$ cat config.mk
export PLATFORM = sky130hd
export DESIGN_NAME = hsv_to_rgb_converter
export DESIGN_NICKNAME = d
export VERILOG_FILES = /design/src/design/hsvc_pkg.sv /design/src/design/hsvc_sector.sv /design/src/design/hsv_to_rgb_converter.sv
export SDC_FILE = /design/constraint.sdc
export NUM_CORES = 1
export LEC_CHECK = 0
export ABC_AREA = 1
export BUFFER_PORTS_ARGS = -buffer_cell sky130_fd_sc_hd__buf_2
export CAP_MARGIN = 25
export CORE_MARGIN = 3
export CORE_UTILIZATION = 64
export DETAILED_ROUTE_END_ITERATION = 10
export PLACE_DENSITY_LB_ADDON = 0.08
export SYNTH_ARGS = -nofsm -noshare
export SYNTH_HDL_FRONTEND = slang
export SYNTH_HIERARCHICAL = 1
export SYNTH_SLANG_ARGS = --single-unit
$ cat constraint.sdc
create_clock -name clk -period 7.3 [get_ports clk]
set_clock_uncertainty 0.1 [all_clocks]
set_input_delay 1.095 -clock clk [delete_from_list [all_inputs] [get_ports clk]]
set_output_delay 1.095 -clock clk [all_outputs]
set_load 0.01 [all_outputs]
$ cat src/design/hsvc_pkg.sv
// shared constants and pipeline stage types for the hsv to rgb converter
package hsvc_pkg;

  localparam int HueW         = 9;
  localparam int ChanW        = 8;
  localparam int DegPerSector = 60;
  localparam int RemShift     = 2;
  localparam int FullScale    = 255;
  localparam int FracShift    = 8;
  // highest sector boundary a 9-bit hue can reach
  localparam int NumBound     = ((1 << HueW) - 1) / DegPerSector;
  localparam int LastSector   = 5;

  typedef enum logic [2:0] {
    SECTOR_0,
    SECTOR_1,
    SECTOR_2,
    SECTOR_3,
    SECTOR_4,
    SECTOR_5
  } sector_t;

  typedef logic [ChanW-1:0] chan_t;

  typedef struct packed {
    logic    grey;
    sector_t sector;
    chan_t   rem;
    chan_t   sat;
    chan_t   lvl;
  } s1_t;

  typedef struct packed {
    logic    grey;
    sector_t sector;
    chan_t   lvl;
    chan_t   p;
    chan_t   sr;
    chan_t   st;
  } s2_t;

  typedef struct packed {
    logic    grey;
    sector_t sector;
    chan_t   lvl;
    chan_t   p;
    chan_t   q;
    chan_t   t;
  } s3_t;

endpackage

$ cat src/design/hsvc_sector.sv
// hue to sector and scaled remainder decode, first pipeline stage logic
module hsvc_sector
  import hsvc_pkg::*;
(
  input  logic [HueW-1:0] hue,
  input  chan_t           saturation,
  input  chan_t           level,
  output s1_t             dec
);

  logic [3:0]      count;
  logic [HueW-1:0] base;
  logic [HueW-1:0] rem;

  // independent boundary compares, the highest one passed sets the base
  always_comb begin
    count = '0;
    base  = '0;
    for (int j = 1; j <= NumBound; j++) begin
      if (hue >= HueW'(j * DegPerSector)) begin
        count = 4'(j);
        base  = HueW'(j * DegPerSector);
      end
    end
  end

  assign rem = hue - base;

  always_comb begin
    dec.grey = (saturation == '0);
    // sectors past the last one share its mapping
    if (count >= 4'(LastSector)) begin
      dec.sector = SECTOR_5;
    end else begin
      dec.sector = sector_t'(count[2:0]);
    end
    dec.rem = ChanW'(rem << RemShift);
    dec.sat = saturation;
    dec.lvl = level;
  end

endmodule

$ cat src/design/hsv_to_rgb_converter.sv
// hsv to rgb converter top level: four-stage pipeline with valid/ready channels
//
// usage: present in_hue (degrees), in_saturation and in_level with in_valid;
// an item is taken on a clock edge where in_valid and in_ready are both high.
// the red, green and blue result appears on out_red/out_green/out_blue with
// out_valid and is taken when out_ready is high on the same edge.
// an accepted item passes through sector decode, first products, second products
// and channel select into the output register, where out_valid then rises.
// throughput: one item per cycle while the output is not stalled; every stage holds one item.
// the pipeline advances as a whole whenever the output register is empty
// or being emptied, so in_ready follows out_ready while the output holds an item;
// a stall freezes every stage in place, nothing is dropped or repeated.
// stages holding no item (bubbles) advance and freeze with the rest, so
// bubbles are never squeezed out of the pipe.
// reset (rst_n low, synchronous) clears all valid bits; no item is lost
// or invented afterwards and the block is ready at once.
module hsv_to_rgb_converter
  import hsvc_pkg::*;
(
  input  logic            clk,
  input  logic            rst_n,
  input  logic            in_valid,
  output logic            in_ready,
  input  logic [HueW-1:0] in_hue,
  input  chan_t           in_saturation,
  input  chan_t           in_level,
  output logic            out_valid,
  input  logic            out_ready,
  output chan_t           out_red,
  output chan_t           out_green,
  output chan_t           out_blue
);

  logic  adv;
  s1_t   dec;
  s1_t   s1_r;
  s2_t   s2_r, s2_nxt;
  s3_t   s3_r, s3_nxt;
  logic  v1_r, v2_r, v3_r, vo_r;
  chan_t red_r, green_r, blue_r;
  chan_t red_nxt, green_nxt, blue_nxt;

  logic [2*ChanW-1:0] prod_p, prod_sr, prod_st, prod_q, prod_t;

  assign adv      = !vo_r || out_ready;
  assign in_ready = adv;

  hsvc_sector u_sector (
    .hue        (in_hue),
    .saturation (in_saturation),
    .level      (in_level),
    .dec        (dec)
  );

  // stage 2: p and the two saturation-remainder terms
  always_comb begin
    prod_p  = (2*ChanW)'(s1_r.lvl) * (2*ChanW)'(chan_t'(FullScale) - s1_r.sat);
    prod_sr = (2*ChanW)'(s1_r.sat) * (2*ChanW)'(s1_r.rem);
    prod_st = (2*ChanW)'(s1_r.sat) * (2*ChanW)'(chan_t'(FullScale) - s1_r.rem);
    s2_nxt.grey   = s1_r.grey;
    s2_nxt.sector = s1_r.sector;
    s2_nxt.lvl    = s1_r.lvl;
    s2_nxt.p      = ChanW'(prod_p >> FracShift);
    s2_nxt.sr     = ChanW'(prod_sr >> FracShift);
    s2_nxt.st     = ChanW'(prod_st >> FracShift);
  end

  // stage 3: q and t
  always_comb begin
    prod_q = (2*ChanW)'(s2_r.lvl) * (2*ChanW)'(chan_t'(FullScale) - s2_r.sr);
    prod_t = (2*ChanW)'(s2_r.lvl) * (2*ChanW)'(chan_t'(FullScale) - s2_r.st);
    s3_nxt.grey   = s2_r.grey;
    s3_nxt.sector = s2_r.sector;
    s3_nxt.lvl    = s2_r.lvl;
    s3_nxt.p      = s2_r.p;
    s3_nxt.q      = ChanW'(prod_q >> FracShift);
    s3_nxt.t      = ChanW'(prod_t >> FracShift);
  end

  // stage 4: channel select per sector
  always_comb begin
    if (s3_r.grey) begin
      red_nxt   = s3_r.lvl;
      green_nxt = s3_r.lvl;
      blue_nxt  = s3_r.lvl;
    end else begin
      case (s3_r.sector)
        SECTOR_0: begin
          red_nxt = s3_r.lvl; green_nxt = s3_r.t;   blue_nxt = s3_r.p;
        end
        SECTOR_1: begin
          red_nxt = s3_r.q;   green_nxt = s3_r.lvl; blue_nxt = s3_r.p;
        end
        SECTOR_2: begin
          red_nxt = s3_r.p;   green_nxt = s3_r.lvl; blue_nxt = s3_r.t;
        end
        SECTOR_3: begin
          red_nxt = s3_r.p;   green_nxt = s3_r.q;   blue_nxt = s3_r.lvl;
        end
        SECTOR_4: begin
          red_nxt = s3_r.t;   green_nxt = s3_r.p;   blue_nxt = s3_r.lvl;
        end
        default: begin
          red_nxt = s3_r.lvl; green_nxt = s3_r.p;   blue_nxt = s3_r.q;
        end
      endcase
    end
  end

  always_ff @(posedge clk) begin
    if (!rst_n) begin
      v1_r <= 1'b0;
      v2_r <= 1'b0;
      v3_r <= 1'b0;
      vo_r <= 1'b0;
    end else if (adv) begin
      v1_r <= in_valid;
      v2_r <= v1_r;
      v3_r <= v2_r;
      vo_r <= v3_r;
    end
  end

  always_ff @(posedge clk) begin
    if (adv) begin
      s1_r    <= dec;
      s2_r    <= s2_nxt;
      s3_r    <= s3_nxt;
      red_r   <= red_nxt;
      green_r <= green_nxt;
      blue_r  <= blue_nxt;
    end
  end

  assign out_valid = vo_r;
  assign out_red   = red_r;
  assign out_green = green_r;
  assign out_blue  = blue_r;

endmodule

[Word level (Yosys, flattened, before mapping)]
Cells that the tools add are included.
Cells by class
  multipliers: 5
  reduce and logical (&&, ||, !) cells: 8
  $lt $le $gt $ge: 9
  equal/unequal tests: 4
  muxes and demuxes: 22
  $add $sub $neg: 5
Operators by type and width (number)
  8-bit case mux with 3 select lines: 3
  9-bit by 9-bit multiplier with 16-bit output: 4
  6-bit 2-to-1 mux: 8
  9-bit >= comparator, second input constant: 4
  8-bit by 8-bit subtractor with 9-bit output, first input constant: 4
  4-bit 2-to-1 mux: 7
  8-bit 2-to-1 mux: 3
  9-bit by 8-bit >= comparator with 1-bit output, second input constant: 2
  8-bit by 6-bit multiplier with 14-bit output: 1
  9-bit by 6-bit >= comparator with 1-bit output, second input constant: 1
  9-bit by 7-bit >= comparator with 1-bit output, second input constant: 1
  8-bit zero test: 1
  2-bit OR reduction: 4
  3-bit by 2-bit equality test with 1-bit output, second input constant: 2
  6-bit subtractor: 1
  4-bit by 3-bit >= comparator with 1-bit output, second input constant: 1
  3-bit by 1-bit equality test with 1-bit output, second input constant: 1
  3-bit equality test, second input constant: 1
  3-bit zero test: 1
  1-bit zero test: 1
  1-bit logical OR: 1
  1-bit 2-to-1 mux: 1
Word-level totals
  register bits after elaboration: 126
  word-level logic and storage cells: 77
  output and inout port bits: 26

[Longest topological paths before layout]
Gate-level depths: netlist of the first run.
  depth in word-level cells: 10
  mapped depth: 21
  gate-level depth less buffers: 20

[Hierarchy]
Netlist of the first run, hierarchy kept.
Modules (own cells, without submodules)
  hsv_to_rgb_converter: instances 1, seq. area each 3803.6 sq um, area an instance 15267.1 sq um, cells an instance 1812
  hsvc_sector: instances 1, seq. area each 0.0 sq um, area an instance 503.0 sq um, cells an instance 86

[Least setup slack after synthesis of the first run]
Ideal clock, no wire load.
  kind: in2out
  from: input out_ready
  to: output in_ready
  data required time: 6105 ps
  cell stages on the path: 2
  arrival time: 3665 ps
  path slack: 2440 ps
  cell sequence: nor2_1 inv_1
Between the ends
  cells in the longest elaborated chain, start to end: 1
RTL lines
  start, declared: line hsv_to_rgb_converter.sv:28  | input logic out_ready,
  1-bit logical OR: line hsv_to_rgb_converter.sv:45  | assign adv = !vo_r || out_ready;
  end, declared: line hsv_to_rgb_converter.sv:23  | output logic in_ready,
Every way passes these cells.

[Worst setup path after layout of the first run]
  from: register s2_r[29] (netlist name)
  to: register s3_r[15] (netlist name), data pin
Between the ends
  cells in the longest elaborated chain, start to end: 1
RTL lines
  start, declared: line hsv_to_rgb_converter.sv:37  | s2_t s2_r, s2_nxt;
  start signal, assigned: line hsv_to_rgb_converter.sv:127  | s2_r <= s2_nxt;
  9-bit by 9-bit multiplier with 16-bit output: line hsv_to_rgb_converter.sv:70  | prod_q = (2*ChanW)'(s2_r.lvl) * (2*ChanW)'(chan_t'(FullScale) - s2_r.sr);
  via prod_q[15]: line hsv_to_rgb_converter.sv:43  | logic [2*ChanW-1:0] prod_p, prod_sr, prod_st, prod_q, prod_t;
  end signal, assigned: line hsv_to_rgb_converter.sv:128  | s3_r <= s3_nxt;
  end, declared: line hsv_to_rgb_converter.sv:38  | s3_t s3_r, s3_nxt;
The timed path passes the listed nets, and every way through them passes these cells.
A chain may end at the register's enable or synchronous reset.

==> summary.txt, run 1 <==
Status - complete, no violations
Achievable frequency - 196 MHz
Kind of start point of the critical path - register
Synth warn - 6
Synth top area share - 0.236
Via/cell ratio - 5.49
Mean Syn Cell Area - 8.31 sq um
I/O Pins - 55
Fin. Hold Viols - 0
Final worst setup slack - 2.20 ns
Commonest cells after routing, fill and taps aside - inv_1 (417), nand2_1 (371), nor2_1 (218), fa_1 (180), ha_1 (172)
Setup CP Type - register to register
Layout area overhead - 5.63%
Overall Global Routing Usage - 0.280
Sequential area share after synthesis - 0.241
R2r startpoint - s2_r[29]
CTS tree - yes
Initial antenna violation count - 0
Worst slew pin tran - 0.929 ns
DR WL/cell - 15.8 microns
Antenna-violating nets left - 0
Share of flip-flops with an asynchronous set or reset - 0
RD Place Congestion - 0.927
Max_cap viols - 0
Clk sinks - 128
Final hold slack - 0.313 ns
Critical Path RT - 7.37 ns
Clock tree buffer depth - 2
Final Max Slew Viols - 0
Pre-antenna DRT Iters - 5
CP endpoint kind - register
Synth Flop Type - edfxtp_1
Crit path DAT - 5.17 ns
Root buffer cell - clkbuf_16
Most common cell after layout, fill and taps aside - inv_1
Mapped Area - 0.0158 sq mm
Share of cells above drive strength 1 - 0.0657
Number of buffers created by CTS - 17
Top cells by area, synth - edfxtp_1 (24%), fa_1 (23%), ha_1 (14%)
Setup WS pre-CTS - 2.29 ns
Unique cell type count in the Yosys netlist - 46
Drt drc - 0
Post-synth EDFFs - 124
Fin crit period - 5.10 ns
Period Utilization, post-route - 0.699
Postcts setup bufs - 0
DR vias - 12,300
R2R cell count - 16
Drt first-iter violations - 931
Total negative slack - 0 ns
RSZ-0062 raised after global routing - no
FF+latch count, synth - 128
Initial Utilization - 0.662
Relative slew margins - 0.380
Post-DP HPWL - 28,100 microns
Final setup fails - 0
Clock latency on the worst-skew pair - 0.43 ns
Dominant cell type by area after synthesis - edfxtp_1
Min-delay src - s2_r[16]
Post-CTS Hold Buffers - 0
Die area - 0.0266 sq mm
# fillers - 1,898
Die Y - 163 microns
R2r setup slk - 2.20 ns
First-pass GRT wire length - 59,500 microns
CTS resizes - 0
Number of global-route vias before repair - 12,300
Hold Path Class - register to register
Core box area - 0.0238 sq mm
WHS Path Cells - 0
Crit path max fanout - 10
Final #Nets - 2,285
Congestion Overflow GR - 0
End of the worst hold path - s3_r[16]
WL final - 35,300 microns
Worst R2R End - s3_r[15]
CTS H-tree lvls - 4
Port bufs - 54
Die width - 163 microns
Worst-path clk slew - 0.06 ns
Syn Inst Count - 1,898
Largest net degree at the start of global routing - 70
FP Rows - 56
Ant. Diodes - 0
sequential cells by signal, indices dropped and copies added, names as in the netlist:
name       cells
s1_r          28
v3_r           1
out_blue       8
v2_r           1
out_green      8
out_red        8
out_valid      1
s3_r          36
v1_r           1
s2_r          36
worst max-delay path, stage by stage, from the launching register on:
cell and delay, ns:
edfxtp_1 0.53, clkinv_1 0.40, or2_2 0.41, fa_1 0.51, fa_1 0.54, inv_1 0.05, fa_1 0.47, inv_1 0.05
fa_1 0.47, inv_1 0.04, ha_1 0.33, a21oi_1 0.31, o21ai_0 0.20, a21oi_1 0.23, nand2_1 0.08, nand2_1 0.06
nand2_1 0.07
synth_stat cells (2+ instances only):
| library cell | instances |
|---|---|
| or2_2 | 9 |
| nand2_2 | 5 |
| buf_2 | 5 |
| edfxtp_1 | 124 |
| o21ai_0 | 38 |
| inv_2 | 5 |
| ha_1 | 172 |
| nand2_1 | 371 |
| o21ai_4 | 2 |
| nand3b_1 | 10 |
| o21ai_1 | 6 |
| dfxtp_1 | 4 |
| buf_4 | 21 |
| buf_1 | 2 |
| nor2_4 | 3 |
| nor2_2 | 3 |
| buf_6 | 7 |
| xor2_1 | 11 |
| nand2_4 | 3 |
| nor4_1 | 2 |
| nand3_1 | 84 |
| xnor2_1 | 7 |
| nand4_1 | 12 |
| clkinv_1 | 5 |
| inv_1 | 418 |
| nor2_1 | 218 |
| nor3_1 | 15 |
| fa_1 | 180 |
| clkbuf_1 | 34 |
| a21boi_0 | 4 |
| a21o_1 | 3 |
| and2_1 | 2 |
| a21oi_1 | 72 |
| o21bai_1 | 6 |
| a21oi_2 | 5 |
| o211ai_1 | 10 |
| o22ai_1 | 11 |
routing by layer:
layer	vias to the layer above	share of wire	wire (microns)	global-route usage
met4	0	0.016	580	0.0773
met5	-	0	0	0
met1	5840	0.42	15000	0.383
li1	5867	-	-	-
met2	503	0.49	17300	0.471
met3	57	0.072	2530	0.0412
metrics by stage:
step           std cells   util  instance area [sq um]
2_1_floorplan       1899      -                  15800
3_3_place_gp        2204  0.674                  16100
3_5_place_dp        2204  0.674                  16100
4_1_cts             2236  0.699                  16700
5_1_grt             2236  0.699                  16700
6_report            2236  0.699                  16700
area by class of cell:
class	count	area, sq um	area share
clock inverter	15	175	0.0105
inverter	429	1620	0.0970
sequential	128	3800	0.228
multi-input combinational	1273	9960	0.598
clock buffer	17	425	0.0255
tap	319	399	0.0240
timing repair buffer	55	278	0.0167
kinds of logic (layout without fill, tap and decap cells):
family          after synthesis  in the layout  synth area share
other cells                   1              2          0.000238
compound gates              160            160            0.0584
buf+inv                     498            516             0.127
flops                       128            128             0.241
xor+xnor                     18             18            0.0100
simple gates                741            741             0.198
fa+ha+maj                   352            352             0.365
how the worst max path moves through the flow:
| stage | start | endpoint |
|---|---|---|
| 6_report | s2_r[29] | s3_r[15] |
| 5_1_grt | s2_r[29] | s3_r[7] |
| 4_1_cts | s2_r[29] | s3_r[13] |
| 3_5_place_dp | s2_r[29] | s3_r[15] |
| 3_3_place_gp | s2_r[29] | s3_r[15] |
| 2_1_floorplan | out_ready | in_ready |
Power of run 1 is not shown: default switching activity piles up to over one toggle a cycle in this logic, so the estimate is an artifact.
==> run 2: changes to the inputs <==
- CORE_UTILIZATION: 64 -> 59
- clock period: 7.3 -> 4.2 ns (I/O delays scaled with it)
==> summary.txt, run 2 (synthesized netlist as in run 1, its figures left out) <==
Worst Path Buf+Inv - 5 (+1)
Worst R2R End - s2_r[5]
Congestion Overflow GR - 0 (unchanged)
End of the worst hold path - s1_r[5]
Achievable frequency - 236 MHz (+20%)
R2r startpoint - s1_r[13]
CTS H-tree lvls - 4 (unchanged)
Kind of start point of the critical path - register
WL final - 39,200 microns (+11%)
RD Place Congestion - 0.915 (-1.4%)
DR WL/cell - 16.1 microns (+1.7%)
FP Rows - 59 (+5.4%)
Crit path DAT - 4.33 ns (-0.84 ns)
Total negative slack - -0.0428 ns (-0.0428 ns)
Final hold slack - 0.269 ns (-0.0439 ns)
Crit path max fanout - 5 (-5)
Ant. Diodes - 0 (unchanged)
Largest registers - s2_r (36), s3_r (36), s1_r (28)
Clock latency on the worst-skew pair - 0.43 ns (about the same)
R2r setup slk - -0.04 ns (-2.24 ns)
Worst slew pin tran - 0.995 ns (+0.0669 ns)
Setup CP Type - register to register
Relative slew margins - 0.336 (-0.0447)
Hold Path Class - input pin to register
Number of buffers created by CTS - 17 (unchanged)
Pre-antenna DRT Iters - 6 (+1)
Status - complete, but fails checks
Failing checks - setup timing
CP top delay family - adder cells
First-pass GRT wire length - 61,900 microns (+3.9%)
Port bufs - 54 (unchanged)
Crit path cell chain - inv_2 > or2_4 > fa_1 > fa_1 > inv_2 > fa_1 > inv_2 > fa_1 > inv_2 > ha_4 > nand2_4 > inv_4 > nand3_2 > nor3_2 > nand3_1 > nand3_1 > nand2_1
R2R cell count - 17 (+1)
Via/cell ratio - 5.36 (-2.2%)
Max_cap viols - 0 (unchanged)
Layout area overhead - 20.5%
Min-delay src - in_level[5]
RSZ-0062 raised after global routing - yes
Placed Instances - 2,353 (+6.8%)
Clock tree buffer depth - 2 (unchanged)
Finished Layout Cells - 2,438 (+9.0%)
Post-DP HPWL - 29,900 microns (+6.7%)
Setup WS pre-CTS - -0.140 ns (-2.43 ns)
Overall Global Routing Usage - 0.270 (-0.0108)
Initial antenna violation count - 0 (unchanged)
Root buffer cell - clkbuf_16
Largest net degree at the start of global routing - 62 (-11%)
Die area - 0.0287 sq mm (+8.2%)
Commonest cells after routing, fill and taps aside - inv_1 (378), nand2_1 (332), nor2_1 (201), fa_1 (171), buf_4 (168)
Worst-path clk slew - 0.06 ns (about the same)
WHS Path Cells - 1 (+1)
Final #Nets - 2,472 (+8.2%)
Drt first-iter violations - 879 (-5.6%)
Antenna-violating nets left - 0 (unchanged)
Die Y - 169 microns (+4.0%)
Initial Utilization - 0.603 (-0.0585)
DR vias - 13,100 (+6.6%)
Die width - 169 microns (+4.0%)
Fin. Hold Viols - 0 (unchanged)
CP endpoint kind - register
I/O Pins - 55 (unchanged)
Fin crit period - 4.24 ns (-0.860 ns)
Period Utilization, post-route - 1.01 (+0.311)
CTS tree - yes
CP max stage delay - 0.55 ns (about the same)
Post-CTS Hold Buffers - 0 (unchanged)
Core box area - 0.0261 sq mm (+9.7%)
Drt drc - 0 (unchanged)
Number of global-route vias before repair - 12,700 (+3.1%)
Critical Path RT - 4.29 ns (-3.08 ns)
Share of cells above drive strength 1 - 0.238 (+0.172)
Crit path max-delay cell type - fa_1
Clk sinks - 128 (unchanged)
Final setup fails - 1 (+1)
Final worst setup slack - -0.0428 ns (-2.24 ns)
Final Max Slew Viols - 0 (unchanged)
Most common cell after layout, fill and taps aside - inv_1
-- run 2: area by class of cell --
class                      instances  area (sq um)
clock buffer                      17           425
clock inverter                    14           155
inverter                         429          1630
fill                            1936          7130
timing repair buffer             242          1760
sequential                       128          3800
multi-input combinational       1273         10800
tap                              335           419
-- run 2: how the worst max path moves through the flow --
stage                   from  endpoint  depth (start not counted)
CTS                 s1_r[13]   s2_r[7]                         15
global route        s1_r[13]   s2_r[5]                         17
global placement    s1_r[13]  s2_r[14]                         16
detailed placement  s1_r[20]   s2_r[5]                         15
finish              s1_r[13]   s2_r[5]                         17
floorplan           s2_r[30]   s3_r[4]                         17
-- run 2: routing by layer --
| layer | wire, microns | GRT usage |
|---|---|---|
| met1 | 16300 | 0.362 |
| met2 | 19100 | 0.459 |
| met3 | 2360 | 0.0331 |
| met4 | 1440 | 0.0889 |
| met5 | 0 | 0 |
-- run 2: repair_timing --
| action | 4_1_cts | 5_1_grt |
|---|---|---|
| resized for setup | 48 | 199 |
| pin swaps | 31 | 130 |
| setup endpoints to repair | 23 | 35 |
| buffers inserted | 21 | 36 |
-- run 2: metrics by stage --
stage,instance area [sq um],utilization
after floorplan,15900,-
after global placement,17100,0.655
after detailed placement,17100,0.655
after CTS,18000,0.690
after global routing,19000,0.727
final,19000,0.727
Power of run 2 is left out for the same reason.
